===== config.mk =====
export PLATFORM = sky130hd
export DESIGN_NAME = ecm_divider
export DESIGN_NICKNAME = d
export VERILOG_FILES = /design/src/sv/ecm_pkg.sv /design/src/sv/ecm_divider.sv
export SDC_FILE = /design/constraint.sdc
export NUM_CORES = 2
export LEC_CHECK = 0
export BUFFER_PORTS_ARGS = -buffer_cell sky130_fd_sc_hd__buf_2
export CAP_MARGIN = 20
export CORE_MARGIN = 3
export CORE_UTILIZATION = 30
export DETAILED_ROUTE_END_ITERATION = 7
export HOLD_SLACK_MARGIN = 0.08
export SLEW_MARGIN = 30
export SYNTH_ARGS = -nofsm -noshare
export SYNTH_HDL_FRONTEND = slang
export SYNTH_SLANG_ARGS = --single-unit
export TNS_END_PERCENT = 5

===== constraint.sdc =====
create_clock -name clock -period 4.1 [get_ports clock]
set_input_delay 0.615 -clock clock [delete_from_list [all_inputs] [get_ports clock]]
set_output_delay 0.615 -clock clock [all_outputs]
set_load 0.005 [all_outputs]

===== src/sv/ecm_pkg.sv =====
`default_nettype none
package ecm_pkg;

   // result segment codes
   localparam logic [1:0] SEG_DEFAULT   = 2'd0;
   localparam logic [1:0] SEG_EASE_IN   = 2'd1;
   localparam logic [1:0] SEG_EASE_OUT  = 2'd2;
   localparam logic [1:0] SEG_CROSSFADE = 2'd3;

   // register indexes
   localparam logic [2:0] REG_MODE      = 3'd0;
   localparam logic [2:0] REG_IN_START  = 3'd1;
   localparam logic [2:0] REG_IN_END    = 3'd2;
   localparam logic [2:0] REG_OUT_START = 3'd3;
   localparam logic [2:0] REG_OUT_END   = 3'd4;
   localparam logic [2:0] REG_IN_PTS    = 3'd5;
   localparam logic [2:0] REG_OUT_PTS   = 3'd6;

   localparam int DIV_STEPS = 16;
   localparam logic [16:0] ONE_Q16 = 17'h10000;

   // division job travelling with an item
   typedef struct packed {
      logic [1:0]  seg;      // chosen segment
      logic        use_div;  // quotient is needed
      logic [16:0] fixed_t;  // position when no division is needed
      logic [32:0] num;      // numerator, 0 < num < den when use_div
      logic [32:0] den;
      logic [31:0] pts;      // control bytes for the curve
      logic [7:0]  fade_a;   // crossfade start byte (ease-out P3)
      logic [7:0]  fade_b;   // crossfade end byte (ease-in P0)
   } job_type;

endpackage
`default_nettype wire


===== src/sv/ecm_divider.sv =====
`default_nettype none
// pipelined restoring divider, one quotient bit per stage, 16 stages
module ecm_divider (
   input  wire logic                clock,
   input  wire logic                reset,
   input  wire logic                advance,
   input  wire logic                in_valid,
   input  wire ecm_pkg::job_type    in_job,
   output logic                     out_valid,
   output ecm_pkg::job_type         out_job,
   output logic [16:0]              out_t
);
   localparam int N = ecm_pkg::DIV_STEPS;

   logic             valid_ff [N];
   ecm_pkg::job_type job_ff   [N];
   logic [33:0]      rem_ff   [N];
   logic [15:0]      quo_ff   [N];

   // stage 0 shifts the first bit in
   always_ff @(posedge clock) begin
      if (reset) begin
         for (int i = 0; i < N; i++) valid_ff[i] <= 1'b0;
      end else if (advance) begin
         valid_ff[0] <= in_valid;
         for (int i = 1; i < N; i++) valid_ff[i] <= valid_ff[i-1];
      end
   end

   always_ff @(posedge clock) begin
      if (advance) begin
         logic [33:0] r0;
         r0 = {in_job.num, 1'b0};
         job_ff[0] <= in_job;
         if (r0 >= {1'b0, in_job.den}) begin
            rem_ff[0] <= r0 - {1'b0, in_job.den};
            quo_ff[0] <= 16'd1;
         end else begin
            rem_ff[0] <= r0;
            quo_ff[0] <= 16'd0;
         end
         for (int i = 1; i < N; i++) begin
            logic [33:0] r;
            r = {rem_ff[i-1][32:0], 1'b0};
            job_ff[i] <= job_ff[i-1];
            if (r >= {1'b0, job_ff[i-1].den}) begin
               rem_ff[i] <= r - {1'b0, job_ff[i-1].den};
               quo_ff[i] <= {quo_ff[i-1][14:0], 1'b1};
            end else begin
               rem_ff[i] <= r;
               quo_ff[i] <= {quo_ff[i-1][14:0], 1'b0};
            end
         end
      end
   end

   assign out_valid = valid_ff[N-1];
   assign out_job   = job_ff[N-1];
   assign out_t     = job_ff[N-1].use_div ? {1'b0, quo_ff[N-1]} : job_ff[N-1].fixed_t;
endmodule
`default_nettype wire


Word-level counts from Yosys, hierarchy flattened. Memory sizes are Yosys's and may differ from the RTL's. Index checks and enable logic that the tools add are counted.

Magnitude comparators: 16. Bitwise gates (word level): 48. Muxes and demuxes: 151. $add $sub $neg: 16.

Operators with widths (number): 34-bit by 33-bit greater-or-equal comparator with 1-bit output (16); 34-bit 2-to-1 mux (16); 34-bit by 33-bit subtractor with 34-bit output (16); 16-bit 2-to-1 mux (16); 1-bit 2-to-1 mux (118); 1-bit OR (48); 17-bit 2-to-1 mux (1).

Memories: 4. RAM bits: 2960. Flip-flop bits (word level): 0. Output and inout port bits: 152. Input bits: 138.

Memories: job_ff (depth 16, width 134, rd ports 16, clocked after memory_dff 0, wr ports 16, RTL line ecm_divider.sv:16) `ecm_pkg::job_type job_ff [N];`; rem_ff (depth 16, width 34, rd ports 15, clocked after memory_dff 0, wr ports 16, RTL line ecm_divider.sv:17) `logic [33:0] rem_ff [N];`; quo_ff (depth 16, width 16, rd ports 16, clocked after memory_dff 0, wr ports 16, RTL line ecm_divider.sv:18) `logic [15:0] quo_ff [N];`; valid_ff (depth 16, width 1, rd ports 16, clocked after memory_dff 0, wr ports 16, RTL line ecm_divider.sv:15) `logic valid_ff [N];`.

Logic depth before layout (Yosys ltp).
Word-level depth: 5. Mapped depth: 15. Depth with buffers taken out: 13.

Worst setup path after synthesis. Ideal clock, no wire load.

Kind: input port to flip-flop. Start: input port in_job[50] in the netlist's numbering. End: memory rem_ff[0][12], data pin. Slack: 0.640 ns. Library setup time: 0.262 ns. Arrival time: 3.198 ns. Stages: 12. Required time: 3.838 ns. Cells stage by stage: inv_1 ha_1 nor2b_4 o31a_1 a211o_1 a221o_1 a211oi_2 o21ai_2 a22oi_2 o21ai_2 buf_6 mux2_1.

RTL lines: start, declared (RTL line ecm_divider.sv:8) `input wire ecm_pkg::job_type in_job,`; end, declared (RTL line ecm_divider.sv:17).

==> impl_metrics.prom <==
# TYPE chip_impl_metric gauge
chip_impl_metric{name="synth_cell_types",unit=""} 103
chip_impl_metric{name="num_io_pins",unit=""} 290
chip_impl_info{name="critPathKind",value="flop to flop"} 1
chip_impl_metric{name="crit_fanout",unit=""} 24
chip_impl_metric{name="clock-sinks",unit=""} 2791
chip_impl_info{name="startpoint_class",value="flop"} 1
chip_impl_metric{name="synth_enable_flop_cells",unit=""} 2789
chip_impl_metric{name="slowest_delay",unit="ps"} 460
chip_impl_metric{name="fp-row-count",unit=""} 230
chip_impl_info{name="rsz_0062_raised_after_global_routing",value="no"} 1
chip_impl_metric{name="wl_met1",unit="mm"} 99.0
chip_impl_metric{name="num-fill-cells",unit=""} 37100
chip_impl_metric{name="syn2layout_area_growth",unit="%"} 16.0
chip_impl_metric{name="max_cap_viol_count",unit=""} 0
chip_impl_info{name="timing.critical_path.to_type",value="flop"} 1
chip_impl_metric{name="globalRouteOverflowTotal",unit=""} 0
chip_impl_metric{name="grt_pass1_vias",unit=""} 65900
chip_impl_metric{name="holdWs",unit="ps"} 178
chip_impl_metric{name="totalWireLength",unit="mm"} 230
chip_impl_info{name="cp-startpoint",value="job_ff[0][986]"} 1
chip_impl_metric{name="met3RoutedLength",unit="mm"} 8.63
chip_impl_metric{name="first_pass_grt_wire_length",unit="mm"} 363
chip_impl_info{name="mostFrequentLayoutCell",value="sky130_fd_sc_hd__edfxtp_1"} 1
chip_impl_metric{name="initial_standard_cell_utilization_of_the_core",unit="%"} 30.2
chip_impl_info{name="tritoncts",value="yes"} 1
chip_impl_info{name="maxUsedRoutingLayer",value="met4"} 1
chip_impl_metric{name="grt_start_max_net_pins",unit=""} 199
chip_impl_metric{name="yosys_warnings",unit=""} 0
chip_impl_metric{name="dp_hpwl",unit="mm"} 162
chip_impl_metric{name="cp_data_arrival_time",unit="ps"} 4510
chip_impl_metric{name="dr_wl_met2",unit="mm"} 109
chip_impl_metric{name="synthesis.instances",unit=""} 8108
chip_impl_metric{name="gr-usage-all-layers",unit="%"} 11.1
chip_impl_metric{name="wl_per_cell",unit="um"} 16.3
chip_impl_info{name="crit_path_cell_trace",value="inv_1 -> fa_1 -> a211oi_1 -> o21ai_1 -> o2111ai_1 -> a31oi_1 -> a32oi_1 -> o22ai_1 -> a21oi_1 -> o21ai_4 -> buf_12 -> mux2i_1 -> nor2_1"} 1
chip_impl_metric{name="worstPathRequired",unit="ps"} 4720
chip_impl_metric{name="vias",unit=""} 63800
chip_impl_metric{name="drtIter0Drc",unit=""} 4052
chip_impl_metric{name="power.static_leakage",unit="nW"} 52.3
chip_impl_metric{name="timing.final.max_slew_violations",unit=""} 0
chip_impl_metric{name="synth_sequential_area_ratio",unit="%"} 70.3
chip_impl_metric{name="number_of_setup_violations_in_the_final_report",unit=""} 0
chip_impl_metric{name="number_of_drc_violations_after_detailed_routing",unit=""} 0
chip_impl_info{name="synth_flop_cell",value="sky130_fd_sc_hd__edfxtp_1"} 1
chip_impl_metric{name="clk-insertion-delay-late",unit="ps"} 930
chip_impl_metric{name="fin_worst_skew",unit="ps"} 86.8
chip_impl_metric{name="slew-limit-headroom",unit="%"} 35.6
chip_impl_info{name="timing.critical_path.slowest_stage_cell",value="sky130_fd_sc_hd__fa_1"} 1
chip_impl_metric{name="max_slew.worst_pin.slew",unit="ps"} 957
chip_impl_info{name="crit_end",value="rem_ff[1][7]"} 1
chip_impl_metric{name="gp_congestion",unit=""} 0.909
chip_impl_info{name="reg2reg_from",value="job_ff[0][986]"} 1
chip_impl_metric{name="critical_path.n_buffers_inverters",unit=""} 2
chip_impl_metric{name="cts_buffers",unit=""} 309
chip_impl_metric{name="detail-route-antenna-nets",unit=""} 0
chip_impl_metric{name="stdcell_area",unit="um2"} 138000
chip_impl_metric{name="cellPowerDensity",unit="nW/um2"} 669
chip_impl_metric{name="ys_async_sr_fraction",unit="%"} 0
chip_impl_info{name="mostFrequentLayoutCells",value="2789 x sky130_fd_sc_hd__edfxtp_1, 669 x sky130_fd_sc_hd__inv_1, 528 x sky130_fd_sc_hd__a21oi_1"} 1
chip_impl_info{name="status",value="finished, final reports clean"} 1
chip_impl_metric{name="finalNetCount",unit=""} 9345
chip_impl_metric{name="cts-htree-levels",unit=""} 5
chip_impl_metric{name="tcrit_tclk_final",unit="%"} 94.9
chip_impl_metric{name="mappedNetlistArea",unit="um2"} 119000
chip_impl_metric{name="grt_antenna_before_repair",unit=""} 6
chip_impl_metric{name="port_buffers",unit=""} 289
chip_impl_metric{name="clk_pin_slew",unit="ps"} 60
chip_impl_info{name="regToRegEndpoint",value="rem_ff[1][7]"} 1
chip_impl_metric{name="synth.net_count",unit=""} 8788
chip_impl_metric{name="avgViaCountPerCell",unit=""} 4.51
chip_impl_metric{name="drive_gt1_share",unit="%"} 12.5
chip_impl_metric{name="synth-seq-cells",unit=""} 2791
chip_impl_metric{name="setup.reg_to_reg.worst_slack",unit="ps"} 210
chip_impl_metric{name="synthesized_area_per_cell",unit="um2"} 14.7
chip_impl_metric{name="reg2regPathDepth",unit=""} 13
chip_impl_metric{name="min_period",unit="ps"} 3890
chip_impl_metric{name="instance_area_at_placement",unit="um2"} 127000
chip_impl_info{name="holdCritPathClass",value="primary input to flop"} 1
chip_impl_metric{name="die-width",unit="um"} 636
chip_impl_metric{name="clock.fmax",unit="MHz"} 257
chip_impl_metric{name="setup_total_negative_slack",unit="ps"} 0
chip_impl_metric{name="hold_violations",unit=""} 0
chip_impl_info{name="path_delay_family",value="compound AO/OA/AOI/OAI gates"} 1
chip_impl_metric{name="critical_path_depth",unit=""} 13
chip_impl_metric{name="detailedRoute.firstPassIterationCount",unit=""} 6
chip_impl_metric{name="core_area",unit="um2"} 394000
chip_impl_metric{name="clockBufferDepth",unit=""} 4
chip_impl_metric{name="die_height",unit="um"} 636
chip_impl_metric{name="dieArea",unit="um2"} 405000
chip_impl_metric{name="postCtsSetupRepairBufs",unit=""} 0
chip_impl_info{name="cts_root_buffer",value="sky130_fd_sc_hd__clkbuf_16"} 1
chip_impl_metric{name="ir_worst_vdd",unit="mV"} 0.389
-- report_power, final --
part | switching, mW | total (mW) | internal, mW
registers | 2.05 | 38.9 | 36.9
clock network | 11.2 | 27.1 | 15.9
logic | 14.8 | 26.4 | 11.6
-- registers in the layout, summed over array words and instances (netlist names) --
signal	cells
job_ff	2144
quo_ff	136
rem_ff	495
valid_ff	16
-- cell families (layout without fill, tap and decap cells) --
family / Yosys count / in the layout / share of synthesized area (%)
flip-flops: 2791 / 2791 / 70.3
multiplexers: 253 / 253 / 2.35
XOR/XNOR: 413 / 413 / 3.04
adder cells (fa/ha/maj): 542 / 542 / 5.79
AO/OA/AOI/OAI: 1681 / 1681 / 9.08
other: 0 / 4 / 0
AND/OR/NAND/NOR: 1442 / 1442 / 5.79
buffers and inverters: 986 / 1783 / 3.62
-- worst min path at each step --
stage	start	to	cells after the start	slack, ps
after global placement	job_ff[0][1]	job_ff[0][135]	0	400
after detailed placement	job_ff[0][23]	job_ff[0][157]	0	400
final	in_job[102]	job_ff[0][102]	2	180
after global routing	in_job[102]	job_ff[0][102]	2	110
after CTS	in_job[102]	job_ff[0][102]	2	80
after floorplan	job_ff[0][885]	job_ff[0][1019]	0	400
-- cells in the mapped netlist (all sizes together), types with 48 or more instances --
cell type  instances  area (um2)
nand4             79         500
nor2             416        1560
xnor2            246        2150
o21ai            353        1780
and3              48         300
a21oi            531        2670
a31oi             64         422
ha               527        6590
nor3              51         260
nand2            403        1510
inv              670        2510
nor2b             78         495
nand2b            93         589
nand3            119         596
buf              182        1300
and2              50         313
clkbuf           134         503
o21a              60         450
xor2             167        1460
mux2             209        2360
edfxtp          2789       83800
a21o             296        2220
-- stage by stage --
stage	total power [mW]	setup slack, ps	std cells	util [%]
2_1_floorplan	58.2	640	8108	-
3_3_place_gp	65.2	152	13400	32.2
3_5_place_dp	65.6	177	13400	32.2
4_1_cts	93.6	137	14100	35.1
5_1_grt	98.2	35.6	14100	35.1
6_report	92.4	209	14100	35.1
-- cell type report --
class / count / area [um2] / share of cell area [%]
Sequential cell: 2791 / 83800 / 60.6
Inverter: 670 / 2510 / 1.82
Clock buffer: 369 / 8060 / 5.84
Antenna cell: 4 / 10.0 / 0.00724
Timing Repair Buffer: 562 / 4210 / 3.05
Multi-Input combinational cell: 4331 / 31100 / 22.5
Tap cell: 5220 / 6530 / 4.73
Clock inverter: 182 / 1980 / 1.43
-- routing by layer --
layer  vias to the layer above  track usage, %
met2                      1373            18.7
li1                      31300               -
met5                         -               0
met4                         0            6.11
met3                       578            1.58
met1                     30600            13.6
-- repair_timing --
item / in CTS / in global routing
hold buffers: 136 / 0
hold endpoints to repair: 161 / 0
gates resized for setup: 0 / 4
endpoints found under the setup margin: 0 / 58
No activity file was read; power rests on OpenSTA's default activity.
